<file path="src/hdl/lta_pkg.sv">
// Shared types and helpers for the length-tagged Adler-32 frame checker.
// No dependencies; imported by lta_apb_regs and the top level.
`timescale 1ns / 1ps

package lta_pkg;

  localparam int unsigned LenW     = 27;
  localparam int unsigned TagLenW  = 3;
  localparam int unsigned WordW    = 32;
  localparam int unsigned AddrW    = 4;
  localparam int unsigned AdlerW   = 16;
  localparam logic [AdlerW:0] AdlerMod = 17'd65521;

  localparam logic [LenW-1:0]    MinLenRst   = 27'd0;
  localparam logic [LenW-1:0]    MaxLenRst   = 27'd67108864;
  localparam logic [TagLenW-1:0] TagLenRst   = 3'd0;
  localparam logic [WordW-1:0]   TagValueRst = 32'd0;

  typedef struct packed {
    logic [LenW-1:0]    min_len;
    logic [LenW-1:0]    max_len;
    logic [TagLenW-1:0] tag_len;
    logic [WordW-1:0]   tag_value;
  } cfg_t;

  typedef struct packed {
    logic [AdlerW-1:0] low;
    logic [AdlerW-1:0] high;
  } adler_t;

  // One Adler-32 byte update; both sums stay below the modulus, so one
  // conditional subtract each is enough.
  function automatic adler_t adler_step(adler_t cur, logic [7:0] b);
    logic [AdlerW:0] lo_sum;
    logic [AdlerW:0] hi_sum;
    adler_t          res;
    lo_sum = {1'b0, cur.low} + {9'b0, b};
    if (lo_sum >= AdlerMod) begin
      lo_sum = lo_sum - AdlerMod;
    end
    res.low = lo_sum[AdlerW-1:0];
    hi_sum = {1'b0, cur.high} + {1'b0, res.low};
    if (hi_sum >= AdlerMod) begin
      hi_sum = hi_sum - AdlerMod;
    end
    res.high = hi_sum[AdlerW-1:0];
    return res;
  endfunction

endpackage

</file>
<file path="src/hdl/lta_apb_regs.sv">
// APB-style configuration registers of the frame checker.
// Depends on lta_pkg (cfg_t, widths, reset values).
`timescale 1ns / 1ps

module lta_apb_regs (
  input  logic                      clk_i,
  input  logic                      rst_ni,
  input  logic                      psel,
  input  logic                      penable,
  input  logic                      pwrite,
  input  logic [lta_pkg::AddrW-1:0] paddr,
  input  logic [lta_pkg::WordW-1:0] pwdata,
  output logic [lta_pkg::WordW-1:0] prdata,
  output logic                      pready,
  output lta_pkg::cfg_t             cfg_o
);
  import lta_pkg::*;

  typedef enum logic [1:0] {
    REG_MIN_LEN   = 2'd0,
    REG_MAX_LEN   = 2'd1,
    REG_TAG_LEN   = 2'd2,
    REG_TAG_VALUE = 2'd3
  } reg_idx_e;

  cfg_t       cfg_q;
  reg_idx_e   idx;
  logic       wr_en;

  assign idx    = reg_idx_e'(paddr[3:2]);
  assign wr_en  = psel && penable && pwrite;
  assign pready = 1'b1;
  assign cfg_o  = cfg_q;

  always_ff @(posedge clk_i or negedge rst_ni) begin
    if (!rst_ni) begin
      cfg_q.min_len   <= MinLenRst;
      cfg_q.max_len   <= MaxLenRst;
      cfg_q.tag_len   <= TagLenRst;
      cfg_q.tag_value <= TagValueRst;
    end else if (wr_en) begin
      case (idx)
        REG_MIN_LEN:   cfg_q.min_len   <= pwdata[LenW-1:0];
        REG_MAX_LEN:   cfg_q.max_len   <= pwdata[LenW-1:0];
        REG_TAG_LEN:   cfg_q.tag_len   <= pwdata[TagLenW-1:0];
        REG_TAG_VALUE: cfg_q.tag_value <= pwdata;
        default: ;
      endcase
    end
  end

  always_comb begin
    case (idx)
      REG_MIN_LEN:   prdata = {{(WordW-LenW){1'b0}}, cfg_q.min_len};
      REG_MAX_LEN:   prdata = {{(WordW-LenW){1'b0}}, cfg_q.max_len};
      REG_TAG_LEN:   prdata = {{(WordW-TagLenW){1'b0}}, cfg_q.tag_len};
      REG_TAG_VALUE: prdata = cfg_q.tag_value;
      default:       prdata = '0;
    endcase
  end

endmodule

</file>
<file path="src/hdl/length_tag_adler_frame_checker_unit.sv">
// Top level of the length-prefixed frame checker with Adler-32 check.
// Depends on lta_pkg and lta_apb_regs.
//
//   channel   dir  handshake               payload
//   in        in   in_valid_i/in_ready_o   in_byte_i
//   out       out  out_valid_o/out_ready_i out_kind_o data_byte_o status_o
//                                          last_o frame_length_o
//   cfg       in   psel/penable/pready     paddr pwdata pwrite, prdata back
//
// One byte per cycle sustained unless the output stalls; a byte waits in the
// input register, and any result goes to the output register as it leaves.
// The header/body state and Adler sums update in the cycle a byte leaves the
// input register; both Adler conditional subtracts sit in that one path.
// Reset puts the parser at the start of a header, clears all pipeline valids.
// An output stall holds the input register; in_ready_o drops only then.
// After an invalid length the block swallows every item until reset.
`timescale 1ns / 1ps

module length_tag_adler_frame_checker_unit (
  input  logic                      clk_i,
  input  logic                      rst_ni,
  input  logic                      in_valid_i,
  output logic                      in_ready_o,
  input  logic [7:0]                in_byte_i,
  output logic                      out_valid_o,
  input  logic                      out_ready_i,
  output logic                      out_kind_o,
  output logic [7:0]                data_byte_o,
  output logic [1:0]                status_o,
  output logic                      last_o,
  output logic [lta_pkg::WordW-1:0] frame_length_o,
  input  logic                      psel,
  input  logic                      penable,
  input  logic                      pwrite,
  input  logic [lta_pkg::AddrW-1:0] paddr,
  input  logic [lta_pkg::WordW-1:0] pwdata,
  output logic [lta_pkg::WordW-1:0] prdata,
  output logic                      pready
);
  import lta_pkg::*;

  typedef enum logic [1:0] {
    PH_HEADER = 2'd0,
    PH_BODY   = 2'd1,
    PH_HALTED = 2'd2
  } phase_e;

  typedef enum logic [1:0] {
    ST_OK      = 2'd0,
    ST_BAD_LEN = 2'd1,
    ST_CSUM    = 2'd2,
    ST_TAG     = 2'd3
  } status_e;

  cfg_t cfg;

  lta_apb_regs u_regs (
    .clk_i   (clk_i),
    .rst_ni  (rst_ni),
    .psel    (psel),
    .penable (penable),
    .pwrite  (pwrite),
    .paddr   (paddr),
    .pwdata  (pwdata),
    .prdata  (prdata),
    .pready  (pready),
    .cfg_o   (cfg)
  );

  // input register
  logic       s1_valid_q;
  logic [7:0] s1_byte_q;
  logic       advance;

  // frame state
  phase_e          phase_q, phase_d;
  logic [WordW-1:0] len_q, len_d;
  logic [LenW-1:0]  cnt_q, cnt_d;
  adler_t           adler_q, adler_d;
  logic             tag_ok_q, tag_ok_d;
  logic [WordW-1:0] rsum_q, rsum_d;

  // output register
  logic             out_valid_q, out_valid_d;
  logic             out_kind_q, out_kind_d;
  logic [7:0]       data_q, data_d;
  status_e          status_q, status_d;
  logic [WordW-1:0] flen_q, flen_d;
  logic             emit;

  // datapath helpers
  logic [TagLenW-1:0] tl;
  logic [WordW-1:0]   len_shift;
  logic [WordW-1:0]   data_end;
  logic [LenW:0]      idx_inc;
  logic               in_data;
  logic               in_tag;
  logic [TagLenW-1:0] tag_pos;
  logic [7:0]         tag_byte;
  adler_t             adler_upd;
  logic               frame_end;
  logic               len_bad;

  assign advance    = s1_valid_q && (!out_valid_q || out_ready_i);
  assign in_ready_o = !s1_valid_q || advance;

  always_ff @(posedge clk_i or negedge rst_ni) begin
    if (!rst_ni) begin
      s1_valid_q <= 1'b0;
    end else if (in_ready_o) begin
      s1_valid_q <= in_valid_i;
    end
  end

  always_ff @(posedge clk_i) begin
    if (in_ready_o && in_valid_i) begin
      s1_byte_q <= in_byte_i;
    end
  end

  // tag lengths above four act as four
  assign tl        = (cfg.tag_len > 3'd4) ? 3'd4 : cfg.tag_len;
  assign len_shift = {len_q[WordW-9:0], s1_byte_q};
  assign len_bad   = (len_shift > {{(WordW-LenW){1'b0}}, cfg.max_len})
                  || (len_shift < {{(WordW-LenW){1'b0}}, cfg.min_len})
                  || (len_shift < ({{(WordW-TagLenW){1'b0}}, tl} + WordW'(4)));
  assign data_end  = len_q - WordW'(4);
  assign idx_inc   = {1'b0, cnt_q} + {{LenW{1'b0}}, 1'b1};
  assign in_data   = {{(WordW-LenW){1'b0}}, cnt_q} < data_end;
  assign in_tag    = cnt_q < {{(LenW-TagLenW){1'b0}}, tl};
  // first tag byte sits in the highest used byte lane
  assign tag_pos   = tl - 3'd1 - cnt_q[TagLenW-1:0];
  assign tag_byte  = cfg.tag_value[tag_pos[1:0]*8 +: 8];
  assign adler_upd = adler_step(adler_q, s1_byte_q);
  assign frame_end = {{(WordW-LenW-1){1'b0}}, idx_inc} >= len_q;

  always_comb begin
    phase_d    = phase_q;
    len_d      = len_q;
    cnt_d      = cnt_q;
    adler_d    = adler_q;
    tag_ok_d   = tag_ok_q;
    rsum_d     = rsum_q;
    emit       = 1'b0;
    out_kind_d = 1'b0;
    data_d     = 8'd0;
    status_d   = ST_OK;
    flen_d     = len_q;

    case (phase_q)
      PH_HEADER: begin
        len_d  = len_shift;
        flen_d = len_shift;
        if (cnt_q[1:0] != 2'd3) begin
          cnt_d = cnt_q + LenW'(1);
        end else begin
          cnt_d = '0;
          if (len_bad) begin
            phase_d    = PH_HALTED;
            emit       = 1'b1;
            out_kind_d = 1'b1;
            status_d   = ST_BAD_LEN;
          end else begin
            phase_d = PH_BODY;
          end
        end
      end
      PH_BODY: begin
        if (in_data) begin
          adler_d = adler_upd;
          if (in_tag) begin
            if (tag_byte != s1_byte_q) begin
              tag_ok_d = 1'b0;
            end
          end else begin
            emit   = 1'b1;
            data_d = s1_byte_q;
          end
        end else begin
          rsum_d = {rsum_q[WordW-9:0], s1_byte_q};
        end
        cnt_d = idx_inc[LenW-1:0];
        if (frame_end) begin
          emit       = 1'b1;
          out_kind_d = 1'b1;
          data_d     = 8'd0;
          if ({adler_d.high, adler_d.low} != rsum_d) begin
            status_d = ST_CSUM;
          end else if (!tag_ok_d) begin
            status_d = ST_TAG;
          end else begin
            status_d = ST_OK;
          end
          phase_d  = PH_HEADER;
          len_d    = '0;
          cnt_d    = '0;
          adler_d  = '{low: 16'd1, high: 16'd0};
          tag_ok_d = 1'b1;
          rsum_d   = '0;
        end
      end
      default: ;
    endcase
  end

  always_comb begin
    out_valid_d = out_valid_q;
    if (advance) begin
      out_valid_d = emit;
    end else if (out_ready_i) begin
      out_valid_d = 1'b0;
    end
  end

  always_ff @(posedge clk_i or negedge rst_ni) begin
    if (!rst_ni) begin
      phase_q     <= PH_HEADER;
      len_q       <= '0;
      cnt_q       <= '0;
      adler_q     <= '{low: 16'd1, high: 16'd0};
      tag_ok_q    <= 1'b1;
      rsum_q      <= '0;
      out_valid_q <= 1'b0;
    end else begin
      out_valid_q <= out_valid_d;
      if (advance) begin
        phase_q  <= phase_d;
        len_q    <= len_d;
        cnt_q    <= cnt_d;
        adler_q  <= adler_d;
        tag_ok_q <= tag_ok_d;
        rsum_q   <= rsum_d;
      end
    end
  end

  always_ff @(posedge clk_i) begin
    if (advance && emit) begin
      out_kind_q <= out_kind_d;
      data_q     <= data_d;
      status_q   <= status_d;
      flen_q     <= flen_d;
    end
  end

  assign out_valid_o    = out_valid_q;
  assign out_kind_o     = out_kind_q;
  assign data_byte_o    = data_q;
  assign status_o       = status_q;
  assign last_o         = out_kind_q;
  assign frame_length_o = flen_q;

endmodule

</file>
<file path="config.mk">
export PLATFORM = sky130hd
export DESIGN_NAME = length_tag_adler_frame_checker_unit
export DESIGN_NICKNAME = d
export VERILOG_FILES = /design/src/hdl/lta_pkg.sv /design/src/hdl/lta_apb_regs.sv /design/src/hdl/length_tag_adler_frame_checker_unit.sv
export SDC_FILE = /design/constraint.sdc
export NUM_CORES = 1
export LEC_CHECK = 0
export ABC_AREA = 1
export ABC_CLOCK_PERIOD_IN_PS = 6950
export BUFFER_PORTS_ARGS = -buffer_cell sky130_fd_sc_hd__buf_2
export CAP_MARGIN = 20
export CORE_UTILIZATION = 45
export CTS_BUF_LIST = sky130_fd_sc_hd__clkbuf_4 sky130_fd_sc_hd__clkbuf_8 sky130_fd_sc_hd__clkbuf_16
export CTS_CLUSTER_DIAMETER = 30
export DETAILED_ROUTE_END_ITERATION = 10
export GPL_TIMING_DRIVEN = 0
export PLACE_DENSITY = 0.65
export SLEW_MARGIN = 20
export SYNTH_ARGS = -nofsm -noshare
export SYNTH_HDL_FRONTEND = slang
export SYNTH_SLANG_ARGS = --single-unit
</file>
<file path="constraint.sdc">
create_clock -name clk_i -period 6.95 [get_ports clk_i]
set_clock_uncertainty 0.1 [all_clocks]
set_input_delay 0.695 -clock clk_i [delete_from_list [all_inputs] [get_ports clk_i]]
set_output_delay 0.695 -clock clk_i [all_outputs]
set_load 0.02 [all_outputs]
</file>
## Yosys cells after proc, flatten, opt, wreduce, memory -nomap -nowiden

Index checks and enable logic that the tools add are counted.

- Add/subtract/negate cells: 10
- $lt $le $gt $ge: 9
- Eq/ne operators: 9
- Shift-type cells: 1
- Muxes and demuxes: 41
- Bitwise gates (word level): 2
- Reduce and logical (&&, ||, !) cells: 24

Operators with widths:

| cell | number |
|---|---|
| $mux 32 | 8 |
| $pmux 32 s4 | 1 |
| $pmux 32 s2 | 1 |
| $mux 27 | 2 |
| $pmux 27 s2 | 1 |
| $ge 17x16->1 const B | 2 |
| $ge 28x32->1 | 1 |
| $gt 32x27->1 | 1 |
| $lt 27x32->1 | 1 |
| $lt 32x27->1 | 1 |
| $lt 32x4->1 | 1 |
| $mux 16 | 2 |
| $ne 32x32->1 | 1 |
| $shiftx 32x6->8 | 1 |
| $sub 16x16->16 const B | 2 |
| $sub 32x3->32 const B | 1 |
| $add 27x1->28 const B | 1 |
| $add 27x1->27 const B | 1 |
| $lt 27x3->1 | 1 |
| $add 16x16->17 | 1 |
| $add 16x8->17 | 1 |
| $mux 1 | 15 |
| $mux 2 | 6 |
| $reduce_and 2->1 | 6 |
| 20 further kinds | 37 |

- Flip-flop bits (word level): 268
- Input bits: 51
- Output and inout port bits: 79
- Logic and storage cells: 114

## Logic depth before layout (Yosys ltp)

Gate-level depths: netlist of the first run.

- Depth in word-level cells: 14
- Depth in mapped cells: 47

## Cells and area by module

Synthesis of the first run repeated with hierarchy kept, for this count alone.

- Cell total of the unflattened synthesis: 2749
- Area total of the unflattened synthesis: 19636.3 µm²

Modules (own cells, without submodules):

| module | times used | cells each | area an instance (µm²) |
|---|---|---|---|
| length_tag_adler_frame_checker_unit | 1 | 2226 | 15423.5 |
| lta_apb_regs | 1 | 523 | 4212.8 |

## Worst setup path after synthesis of the first run

No wires, ideal clock.

- Path type: register to register
- Start: reg adler_q[16] in the netlist's numbering
- End: reg status_q[1], in the netlist status_o[1], data pin
- Setup time: 0.252 ns
- Data arrival time: 5.070 ns
- Setup slack: 1.528 ns
- Stages on the path, launching flop included: 46
- Cell sequence: dfstp_2 ha_1 inv_1 fa_1 inv_1 nand2_1 nand2_1 nand3_1 nand2_1 nand2_1 nand2_1 nand3_1 nor2_1 nand3_1 nand3_2 buf_4 nand2_1 nand2_1 (+10 left out) nand2_1 nor2_4 nand3_4 nand3_4 buf_8 nand2_1 nand2_1 nand2_1 nand2_1 nand2_1 nand2_1 nand2_1 nor2_1 nand3_1 nor2_2 nand2_1 nand2_1 nand2_1

- Longest elaborated chain between the ends: 12
- Elaborated cells between the ends (all ways): 14

RTL lines:

| element | line | source |
|---|---|---|
| start, declared | length_tag_adler_frame_checker_unit.sv:79 | `adler_t adler_q, adler_d;` |
| start signal, assigned | length_tag_adler_frame_checker_unit.sv:220 | `adler_q <= '{low: 16'd1, high: 16'd0};` |
| start signal, assigned | length_tag_adler_frame_checker_unit.sv:230 | `adler_q <= adler_d;` |
| $add 16x8->17 | lta_pkg.sv:37 | `lo_sum = {1'b0, cur.low} + {9'b0, b};` |
| $sub 16x16->16 / $ge 17x16->1 (equally long branches) | lta_pkg.sv:39, lta_pkg.sv:38 |  |
| $mux 16 | lta_pkg.sv:38 | `if (lo_sum >= AdlerMod) begin` |
| $add 16x16->17 | lta_pkg.sv:42 | `hi_sum = {1'b0, cur.high} + {1'b0, res.low};` |
| $sub 16x16->16 / $ge 17x16->1 (equally long branches) | lta_pkg.sv:44, lta_pkg.sv:43 |  |
| $mux 16 | lta_pkg.sv:43 | `if (hi_sum >= AdlerMod) begin` |
| $mux 32 (*) | length_tag_adler_frame_checker_unit.sv:169 | `if (in_data) begin` |
| $mux 32 (*) | length_tag_adler_frame_checker_unit.sv:150 | `case (phase_q)` |
| $ne 32x32->1 (*) | length_tag_adler_frame_checker_unit.sv:187 | `if ({adler_d.high, adler_d.low} != rsum_d) begin` |
| $mux 2 (*) | length_tag_adler_frame_checker_unit.sv:187 |  |
| $mux 2 (*) | length_tag_adler_frame_checker_unit.sv:183 | `if (frame_end) begin` |
| $pmux 2 s2 (*) | length_tag_adler_frame_checker_unit.sv:150 |  |
| via status_d[1] | length_tag_adler_frame_checker_unit.sv:87 | `status_e status_q, status_d;` |
| end signal, assigned | length_tag_adler_frame_checker_unit.sv:241 | `status_q <= status_d;` |
| end, declared | length_tag_adler_frame_checker_unit.sv:87 |  |

The timed path passes the listed nets; every way through them passes the cells marked *. The select of a mux whose other input is x is not followed.
A chain may end at the register's enable or synchronous reset.

## Final worst setup path of the first run

- Start: reg s1_byte_q[6]
- End: reg status_q[1], in the netlist status_o[1], data pin

- Longest elaborated chain between the ends: 12
- Elaborated cells between the ends (all ways): 22

RTL lines:

| element | line | source |
|---|---|---|
| start, declared | length_tag_adler_frame_checker_unit.sv:72 | `logic [7:0] s1_byte_q;` |
| start signal, assigned | length_tag_adler_frame_checker_unit.sv:117 | `s1_byte_q <= in_byte_i;` |
| $add 16x8->17 | lta_pkg.sv:37 |  |
| $sub 16x16->16 / $ge 17x16->1 (equally long branches) | lta_pkg.sv:39, lta_pkg.sv:38 |  |
| $mux 16 | lta_pkg.sv:38 |  |
| $add 16x16->17 | lta_pkg.sv:42 |  |
| $sub 16x16->16 / $ge 17x16->1 (equally long branches) | lta_pkg.sv:44, lta_pkg.sv:43 |  |
| $mux 16 | lta_pkg.sv:43 |  |
| $mux 32 | length_tag_adler_frame_checker_unit.sv:169 |  |
| $mux 32 | length_tag_adler_frame_checker_unit.sv:150 |  |
| $ne 32x32->1 | length_tag_adler_frame_checker_unit.sv:187 |  |
| $mux 2 (*) | length_tag_adler_frame_checker_unit.sv:187 |  |
| $mux 2 (*) | length_tag_adler_frame_checker_unit.sv:183 |  |
| $pmux 2 s2 (*) | length_tag_adler_frame_checker_unit.sv:150 |  |
| via status_d[1] | length_tag_adler_frame_checker_unit.sv:87 |  |

Marked as above.

==> results.txt, run 1 <==
status -> finished clean
Critical Path AT -> 6.73 ns
area of the die -> 43,310 um^2
Ports -> 130
async set or reset register ratio after synthesis -> 80.97%
Pleak -> 0.01136 uW
synthesized flop and latch total -> 268
gpl congestion -> 0.9663
post-route clock period utilization -> 93.20%
Min-Delay Path Class -> in -> async
CTS max path bufs -> 3
top post-synthesis cells by area -> dfrtp_1 (28%), nand2_1 (15%), ha_1 (9.6%), inv_1 (8.0%), edfxtp_1 (8.0%)
Critical Path RT -> 7.20 ns
PortBufs -> 126
via density per instance -> 5.510
Via Count -> 19,070
crit path max-delay cell type -> edfxtp_1
Final Max Tran Viols -> 0
DR WL/cell -> 18.80 um
RSZ-0062 raised after global routing -> no
Tightest Pin Transition -> 1.190 ns
CP Launch Type -> register
Die Wd -> 208.1 um
Mapped Area -> 19,120 um^2
GR Overflow Total -> 0
core area -> 41,950 um^2
final worst setup slack -> 0.4723 ns
Place WS -> 0.1218 ns
Synthesized Nets -> 2,870
hold buffer count at cts -> 0
Initial Util -> 45.57%
ratio of cells with drive above 1 in the final layout -> 11.02%
Final Hold Violating Endpoints -> 0
sequential area share after synthesis -> 36.44%
CTS tree -> done
clk root buf -> clkbuf_16
first-pass GRT wire length -> 101,700 um
most common cell in the netlist -> nand2_1
nets -> 3,068
critical path capture point type -> register
xor and xnor fraction of the mapped netlist area -> 2.932%
commonest register cell after synthesis -> dfrtp_1
HPWL Detailed -> 50,720 um
Reg area -> 6965 um^2
num rows -> 75
Slew HR -> 19.68%
Achievable Freq -> 154.4 MHz
most used cell, CP -> nand2_1
power per cell area -> 455.4 nW/um^2
Max Cap Viol -> 0
cell accounting for the most synthesized area -> dfrtp_1
final setup fails -> 0
vias in the first global route -> 18,290
total track usage -> 30.02%
H-tree depth -> 2
Layout Area Growth over Synthesis -> 19.41%
Crit path largest cell delay -> 0.65 ns
initial antenna violation count -> 1
commonest cells in the synthesized netlist -> nand2_1 (785), inv_1 (409), o21ai_0 (216)
Synth Area in Simple Gates -> 27.19%
Crit Path Max Fanout -> 10
multi-input combinational cell area -> 10,270 um^2
class of the most critical setup path -> reg -> reg
TritonCTS buffer count -> 60
post-route antenna net violation count -> 0
Synth top area share -> 28.01%
Adder-Cell Fraction of Synth Area -> 9.765%
1st-iter DRT viols -> 1,646
Cells after Synth -> 2,671
synthesized area per cell -> 7.157 um^2
unique cell type count in the Yosys netlist -> 59
Peak VDD IR -> 0.0002616 V
post-synthesis compound-gate area fraction -> 13.53%
largest net degree at the start of global routing -> 87
DRT Wirelength -> 65,030 um
crit path time final -> 6.478 ns
CTS Sinks -> 268
Worst-Skew Late Latency -> 0.61 ns
clock slew seen by the registers of the worst setup and hold paths -> 0.05 ns
worst reg2reg path depth -> 42
# diodes -> 0
Chip Height -> 208.1 um
# fillers -> 3,978
post-synthesis mux area share -> 0%
drt first pass iters -> 5
Post-synth EDFFs -> 51
DRC errors left -> 0
dpl cell area -> 20,510 um^2
final instance area -> 22,830 um^2
largest family of logic cells by synthesized area -> simple AND/OR/NAND/NOR gates
count of yosys warnings during synthesis -> 0
setup TNS -> 0 ns
==> final cells by class <==
type	count	share of cell area, %
Multi-Input combinational cell	1908	45.00
Sequential cell	268	30.51
Clock buffer	68	6.999
Inverter	417	6.857
Timing Repair Buffer	136	3.365
Tap cell	539	2.954
Clock inverter	46	2.669
Buffer	78	1.644
==> logic make-up (layout without fill, tap and decap cells) <==
| family | after synthesis | count (layout) |
|---|---|---|
| simple gates | 1236 | 1236 |
| buf+inv | 495 | 745 |
| compound gates | 459 | 459 |
| flops | 268 | 268 |
| fa+ha+maj | 148 | 148 |
| xor+xnor | 64 | 64 |
| other cells | 1 | 1 |
==> through the flow <==
step                util (%)  std cells  hold WS, ns  total power, uW
global route           54.42       3460      0.05156            11190
CTS                    54.15       3453     0.007087            10300
global placement       48.69       3336       0.3664             7071
floorplan                  -       2671       0.2994             5823
detailed placement     48.89       3339       0.3727             7186
finish                 54.42       3460     0.006235            10400
==> cell usage in the layout (no fill, tap or decap), drive strengths merged, types with 87 or more instances in the layout <==
cell type / count
o22ai: 87
inv: 427
dfrtp: 214
ha: 146
buf: 159
nand2: 790
nor2: 183
nand3: 166
clkbuf: 123
o21ai: 234
==> sequential cells by signal (all words and copies together), names as in the netlist <==
register	cells
adler_q	32
cnt_q	27
data_byte_o	8
frame_length_o	32
last_o	1
len_q	32
out_valid_o	1
phase_q	2
rsum_q	32
s1_byte_q	8
s1_valid_q	1
status_o	2
tag_ok_q	1
u_regs.cfg_o	89
==> metal layers <==
metal	wire length [um]	track usage (%)
met3	4764	4.242
met4	2023	10.80
met5	11	0
met2	29260	47.55
met1	28980	41.79
==> where the power goes <==
group          internal [uW]  switching (uW)
Clock                   2080            1000
Combinational           1680            3310
Sequential              1970             356
==> path summary, 6_finish.rpt <==
| kind | from | to | slack [ns] |
|---|---|---|---|
| max reg2reg | s1_byte_q[6] | status_o[1] | 0.47 |
| max in group asynchronous | rst_ni | adler_q[16] | 5.84 |
| min in group clk_i | in_byte_i[2] | s1_byte_q[2] | 0.17 |
| min reg2reg | u_regs.cfg_o[45] | u_regs.cfg_o[45] | 0.38 |
| min | rst_ni | u_regs.cfg_o[64] | 0.006 |
| max | s1_byte_q[6] | status_o[1] | 0.47 |
==> worst max-delay path, delay by kind of cell, from the launching register on <==
| kind | cells | cell delay (ns) |
|---|---|---|
| AND/OR/NAND/NOR | 35 | 3.91 |
| flip-flops | 1 | 0.65 |
| adder cells (fa/ha/maj) | 3 | 1.10 |
| buffers and inverters | 4 | 0.48 |
==> repair_timing <==
action,4_1_cts,5_1_grt
resized for setup,0,21
endpoints found under the setup margin,0,2
buffers inserted,0,7
Power figures use the tool's default switching activity.
==> run 2, diff against run 1 <==
--- a/config.mk
+++ b/config.mk
@@ -9,6 +9,7 @@
 export ABC_CLOCK_PERIOD_IN_PS = 6950
 export BUFFER_PORTS_ARGS = -buffer_cell sky130_fd_sc_hd__buf_2
 export CAP_MARGIN = 20
+export CORE_ASPECT_RATIO = 1.5
 export CORE_UTILIZATION = 45
 export CTS_BUF_LIST = sky130_fd_sc_hd__clkbuf_4 sky130_fd_sc_hd__clkbuf_8 sky130_fd_sc_hd__clkbuf_16
 export CTS_CLUSTER_DIAMETER = 30
==> run 2 against run 1 <==
  * Combinational power rose by 2%
  * Count of clock-buffer cells in the layout fell by 3
  * Die area barely moved
  * Register-to-register slack barely moved
  * Highest routed layer is now met4
==> results.txt, run 2 (synthesis gave the netlist of run 1 again) <==
Crit Path Max Fanout -> 10 (unchanged)
CP bufs+invs -> 4 (unchanged)
Min-Delay Path Class -> in -> reg (was in -> async)
Tightest Pin Transition -> 1.002 ns (was 1.190 ns)
max FFs per register -> 89 (unchanged)
fin cells -> 3,463 (was 3,460)
drt first pass iters -> 6 (was 5)
Final Hold Violating Endpoints -> 0 (unchanged)
gpl congestion -> 0.9672 (was 0.9663)
DR WL/cell -> 19.22 um (was 18.80 um)
cell family with most CP delay -> simple AND/OR/NAND/NOR gates (unchanged)
Initial Util -> 45.50% (was 45.57%)
HPWL Detailed -> 52,860 um (was 50,720 um)
most frequent cells in the layout -> nand2_1 (779), inv_1 (407), o21ai_0 (215), dfrtp_1 (214), nor2_1 (168) (was nand2_1 (778), inv_1 (407), o21ai_0 (214), dfrtp_1 (214), nor2_1 (171))
combinational power share -> 51.7% (was 48.0%)
nets -> 3,056 (was 3,068)
Pleak -> 0.01113 uW (was 0.01136 uW)
Placed Cells -> 3,364 (was 3,339)
1st-iter DRT viols -> 1,351 (was 1,646)
post-route antenna net violation count -> 0 (unchanged)
crit path time final -> 6.484 ns (was 6.478 ns)
worst reg2reg path depth -> 44 (was 42)
hold path endpoint -> s1_byte_q[3]
sequential power share -> 23.5% (was 22.3%)
# diodes -> 0 (unchanged)
NetSw -> 4677 uW (was 4675 uW)
final worst setup slack -> 0.4664 ns (was 0.4723 ns)
multi-input combinational cell area -> 10,280 um^2 (was 10,270 um^2)
Final Max Tran Viols -> 0 (unchanged)
clk root buf -> clkbuf_16 (unchanged)
area of the die -> 43,330 um^2 (was 43,310 um^2)
GR Overflow Total -> 0 (unchanged)
Die Wd -> 170.3 um (was 208.1 um)
clock network fraction of total power -> 24.8% (was 29.7%)
Final Util -> 53.23% (was 54.42%)
Critical Path AT -> 6.71 ns (was 6.73 ns)
Min-Delay Startpoint -> in_byte_i[3]
RR Startpoint -> adler_q[16] (was s1_byte_q[6])
# fillers -> 4,078 (was 3,978)
TritonCTS buffer count -> 50 (was 60)
Register-to-Register Setup Slack -> 0.47 ns (about the same)
ratio of cells with drive above 1 in the final layout -> 10.45% (was 11.02%)
RR Endpoint -> status_o[1] (unchanged)
vias in the first global route -> 18,700 (was 18,290)
critical path capture point type -> register (unchanged)
Peak VDD IR -> 0.0002345 V (was 0.0002616 V)
largest net degree at the start of global routing -> 81 (was 87)
Max Cap Viol -> 0 (unchanged)
Layout Area Growth over Synthesis -> 16.98% (was 19.41%)
total track usage -> 30.84% (was 30.02%)
post-route clock period utilization -> 93.29% (was 93.20%)
CP Launch Type -> register (unchanged)
commonest non-fill, non-tap cell in the layout -> nand2_1 (unchanged)
Sw Share -> 47.49% (was 44.97%)
Via Count -> 19,150 (was 19,070)
CTS Sinks -> 268 (unchanged)
PortBufs -> 126 (unchanged)
DRC errors left -> 0 (unchanged)
core area -> 42,020 um^2 (was 41,950 um^2)
final setup fails -> 0 (unchanged)
DRT Wirelength -> 66,550 um (was 65,030 um)
worst hold path depth -> 1
initial antenna violation count -> 1 (unchanged)
setup TNS -> 0 ns (unchanged)
Place WS -> -0.02075 ns (was 0.1218 ns)
via density per instance -> 5.528 (was 5.510)
Crit path largest cell delay -> 0.58 ns (was 0.65 ns)
crit path max-delay cell type -> dfstp_2 (was edfxtp_1)
power per cell area -> 440.4 nW/um^2 (was 455.4 nW/um^2)
first-pass GRT wire length -> 101,200 um (was 101,700 um)
Chip Height -> 254.4 um (was 208.1 um)
CTS max path bufs -> 3 (unchanged)
Reg area -> 6965 um^2 (unchanged)
Slew HR -> 32.95% (was 19.68%)
H-tree depth -> 2 (unchanged)
class of the most critical setup path -> reg -> reg (unchanged)
internal power -> 5172 uW (was 5721 uW)
num rows -> 92 (was 75)
Achievable Freq -> 154.2 MHz (was 154.4 MHz)
Worst-Skew Late Latency -> 0.59 ns (was 0.61 ns)
status -> finished clean (unchanged)
Critical Path RT -> 7.18 ns (was 7.20 ns)
Ports -> 130 (unchanged)
clock slew seen by the registers of the worst setup and hold paths -> 0.06 ns (was 0.05 ns)
CTS tree -> done (unchanged)
most used cell, CP -> nand2_1 (unchanged)
run 2: metal layers:
| metal | GRT usage (%) | wire, um | vias to the layer above |
|---|---|---|---|
| met5 | 0 | 0 | - |
| met4 | 23.17 | 5411 | 0 |
| met3 | 3.150 | 3094 | 246 |
| met2 | 56.53 | 34260 | 729 |
| met1 | 32.42 | 23780 | 9023 |
| li1 | - | - | 9147 |
run 2: layout make-up:
type / count / share of cell area [%]
Tap cell: 564 / 3.155
Timing Repair Buffer: 134 / 3.379
Clock buffer: 65 / 6.339
Buffer: 78 / 1.678
Inverter: 417 / 6.999
Sequential cell: 268 / 31.15
Multi-Input combinational cell: 1908 / 45.97
Clock inverter: 29 / 1.337
run 2: worst register-to-register path, delay by kind of cell (launching register included):
kind | cells | cell delay, ns
adder cells (fa/ha/maj) | 3 | 0.99
flip-flops | 1 | 0.58
AND/OR/NAND/NOR | 36 | 3.70
AO/OA/AOI/OAI | 1 | 0.30
buffers and inverters | 4 | 0.54
run 2: power by group through the flow:
stage	clock network (uW)	registers, uW	logic [uW]
after floorplan	0	2200	3620
after global routing	2530	2350	5710
after detailed placement	0	2330	4920
after global placement	0	2320	4810
final	2440	2320	5090
after CTS	2460	2300	4950
run 2: through the flow:
| stage | hold slack [ns] | total power [uW] | instance area (um^2) |
|---|---|---|---|
| 2_1_floorplan | 0.2994 | 5823 | 19120 |
| 3_3_place_gp | 0.3639 | 7131 | 20450 |
| 3_5_place_dp | 0.3727 | 7247 | 20540 |
| 4_1_cts | 0.1669 | 9713 | 22270 |
| 5_1_grt | 0.1712 | 10590 | 22360 |
| 6_report | 0.1774 | 9849 | 22360 |
run 2: worst max path at each step:
stage	startpoint	endpoint	slack [ns]	cells past startpoint
final	adler_q[16]	status_o[1]	0.47	44
after global routing	adler_q[16]	status_o[1]	-0.008	44
after CTS	adler_q[16]	status_o[1]	0.02	45
after detailed placement	s1_byte_q[0]	status_o[1]	-0.02	45
after global placement	s1_byte_q[0]	status_o[1]	-0.06	45
after floorplan	adler_q[16]	status_o[1]	1.53	45
run 2: timing repair:
action                                  4_1_cts  5_1_grt
hold buffers                                  1        0
gates cloned                                  0        0
pin swaps                                     0        2
gates resized for setup                       0       22
buffers inserted                              1        3
hold endpoints to repair                     30        0
endpoints found under the setup margin        1        2
==> run 3, diff against run 2 <==
--- a/config.mk
+++ b/config.mk
@@ -16,6 +16,7 @@
 export DETAILED_ROUTE_END_ITERATION = 10
 export GPL_TIMING_DRIVEN = 0
 export PLACE_DENSITY = 0.65
+export RECOVER_POWER = 100
 export SLEW_MARGIN = 20
 export SYNTH_ARGS = -nofsm -noshare
 export SYNTH_HDL_FRONTEND = slang
==> run 3 against run 2 <==
  * The flow now finishes with violations (max-capacitance violations, max-slew violations)
  * Largest power group unchanged
  * Global-route usage is the same
  * First-iteration DRC count shrank 1.6%
  * Total power shrank 0.13%
  * Utilization shrank 0.35 points
  * Fmax shrank 0.84%
  * Hold slack is essentially flat
  * Sequential power is essentially flat
  * Combinational power is essentially flat
  * Worst setup slack lost 0.055 ns
  * Register-to-register slack lost 0.06 ns
==> results.txt, run 3 (synthesis gave the netlist of run 1 again) <==
Slew HR -> -155.3% (was 32.95%)
Crit path largest cell delay -> 0.61 ns (was 0.58 ns)
vias in the first global route -> 18,700 (unchanged)
total track usage -> 30.84% (unchanged)
CP Cell Sequence -> ha_1, inv_1, nor3_2, nand3_1, nor2_1, nand3_1, nor3_1, nand3_1, nor3_2, nand3_1, nor4_1, nand2_1, xor2_1, inv_1, ha_1, nand2_1, inv_1, a221oi_1, a21oi_1, o21ai_0, inv_1, nand2_1, clkbuf_1, nand2_1
Critical Path AT -> 6.73 ns (was 6.71 ns)
DR WL/cell -> 19.21 um (was 19.22 um)
Worst-Skew Late Latency -> 0.59 ns (about the same)
first-pass GRT wire length -> 101,200 um (unchanged)
TritonCTS buffer count -> 50 (unchanged)
PortBufs -> 126 (unchanged)
area of the die -> 43,330 um^2 (unchanged)
power per cell area -> 442.7 nW/um^2 (was 440.4 nW/um^2)
post-route antenna net violation count -> 0 (unchanged)
clock slew seen by the registers of the worst setup and hold paths -> 0.06 ns (about the same)
Final Max Tran Viols -> 147 (was 0)
clk root buf -> clkbuf_16 (unchanged)
via density per instance -> 5.496 (was 5.528)
Achievable Freq -> 152.9 MHz (was 154.2 MHz)
num rows -> 92 (unchanged)
Peak VDD IR -> 0.0002345 V (about the same)
Tightest Pin Transition -> 3.829 ns (was 1.002 ns)
CTS Sinks -> 268 (unchanged)
Placed Cells -> 3,364 (unchanged)
Register-to-Register Setup Slack -> 0.41 ns (was 0.47 ns)
status -> complete, but fails checks (was finished clean)
initial antenna violation count -> 1 (unchanged)
Die Wd -> 170.3 um (unchanged)
Min-Delay Startpoint -> in_byte_i[3] (unchanged)
gpl congestion -> 0.9672 (unchanged)
nets -> 3,056 (unchanged)
crit path time final -> 6.539 ns (was 6.484 ns)
Ports -> 130 (unchanged)
fin cells -> 3,464 (was 3,463)
Crit Path Max Fanout -> 10 (unchanged)
Max Cap Viol -> 2 (was 0)
final setup fails -> 0 (unchanged)
max FFs per register -> 89 (unchanged)
worst reg2reg path depth -> 24 (was 44)
post-route clock period utilization -> 94.08% (was 93.29%)
most frequent cells in the layout -> nand2_1 (779), inv_1 (407), o21ai_0 (215), dfrtp_1 (214), nor2_1 (168) (unchanged)
DRT Wirelength -> 66,530 um (was 66,550 um)
CP Launch Type -> register (unchanged)
Pleak -> 0.01091 uW (was 0.01113 uW)
CTS tree -> done (unchanged)
crit path max-delay cell type -> o21ai_0 (was dfstp_2)
drt first pass iters -> 6 (unchanged)
commonest non-fill, non-tap cell in the layout -> nand2_1 (unchanged)
Fin Hold WS -> 0.1774 ns (about the same)
ratio of cells with drive above 1 in the final layout -> 7.658% (was 10.45%)
largest net degree at the start of global routing -> 81 (unchanged)
GR Overflow Total -> 0 (unchanged)
Chip Height -> 254.4 um (unchanged)
Layout Area Growth over Synthesis -> 16.22% (was 16.98%)
failing checks -> max-capacitance violations, max-slew violations
Via Count -> 19,040 (was 19,150)
Final Hold Violating Endpoints -> 0 (unchanged)
worst hold path depth -> 1 (unchanged)
Min-Delay Path Class -> in -> reg (unchanged)
RR Endpoint -> last_o (was status_o[1])
Critical Path RT -> 7.14 ns (was 7.18 ns)
RR Startpoint -> cnt_q[1] (was adler_q[16])
HPWL Detailed -> 52,860 um (unchanged)
CTS max path bufs -> 3 (unchanged)
setup TNS -> 0 ns (unchanged)
class of the most critical setup path -> reg -> reg (unchanged)
core area -> 42,020 um^2 (unchanged)
critical path capture point type -> register (unchanged)
1st-iter DRT viols -> 1,330 (was 1,351)
hold path endpoint -> s1_byte_q[3] (unchanged)
DRC errors left -> 0 (unchanged)
Initial Util -> 45.50% (unchanged)
H-tree depth -> 2 (unchanged)
run 3: changes by cell type in the layout (fill, tap and decap cells not counted), sizes merged:
cell | previous run | this run
buf | 156 | 72
clkbuf | 120 | 204
diode | 0 | 1
run 3: worst max path at each step:
stage	depth (start not counted)	start	to
floorplan	45	adler_q[16]	status_o[1]
global placement	45	s1_byte_q[0]	status_o[1]
detailed placement	45	s1_byte_q[0]	status_o[1]
CTS	45	adler_q[16]	status_o[1]
global route	44	adler_q[16]	status_o[1]
finish	24	cnt_q[1]	last_o
run 3: cell type report:
cell class	count	area, um^2
timing repair buffer	134	614.3
inverter	417	1565
clock inverter	29	299.0
antenna	1	2.502
buffer	78	375.4
clock buffer	65	1418
sequential	268	6965
tap	564	705.7
fill	4133	19800
multi-input combinational	1908	10270
run 3: stage by stage:
| stage | worst slack (ns) | area [um^2] | power, uW | util, % |
|---|---|---|---|---|
| after global routing | -0.007999 | 22220 | 10570 | 52.88 |
| after global placement | -0.06403 | 20450 | 7131 | 48.68 |
| after CTS | 0.02181 | 22270 | 9713 | 53.01 |
| final | 0.4113 | 22220 | 9837 | 52.88 |
| after floorplan | 1.528 | 19120 | 5823 | - |
| after detailed placement | -0.02075 | 20540 | 7247 | 48.88 |
run 3: routing by layer:
layer,GRT usage (%),wire (um)
met1,32.42,23810
met2,56.53,33950
met3,3.150,3090
met4,23.17,5676
met5,0,0
run 3: power by group:
part / internal [uW] / switching [uW] / total, uW
logic: 1680 / 3400 / 5080
clock network: 1520 / 924 / 2440
registers: 1970 / 353 / 2320
total: 5160 / 4680 / 9840
run 3: worst max-delay path: cells and delay by family, from the launching register on:
kind                     cells  cell delay [ns]
flip-flops                   1             0.44
XOR/XNOR                     1             0.23
AO/OA/AOI/OAI                3             1.00
buffers and inverters        5             0.96
AND/OR/NAND/NOR             13             2.92
adder cells (fa/ha/maj)      2             0.57
run 3: timing repair:
item,4_1_cts,5_1_grt
hold buffers,1,0
buffers inserted,1,3
pin swaps,0,2
setup endpoints to repair,1,2
gates resized for setup,0,22
hold endpoints to repair,30,0
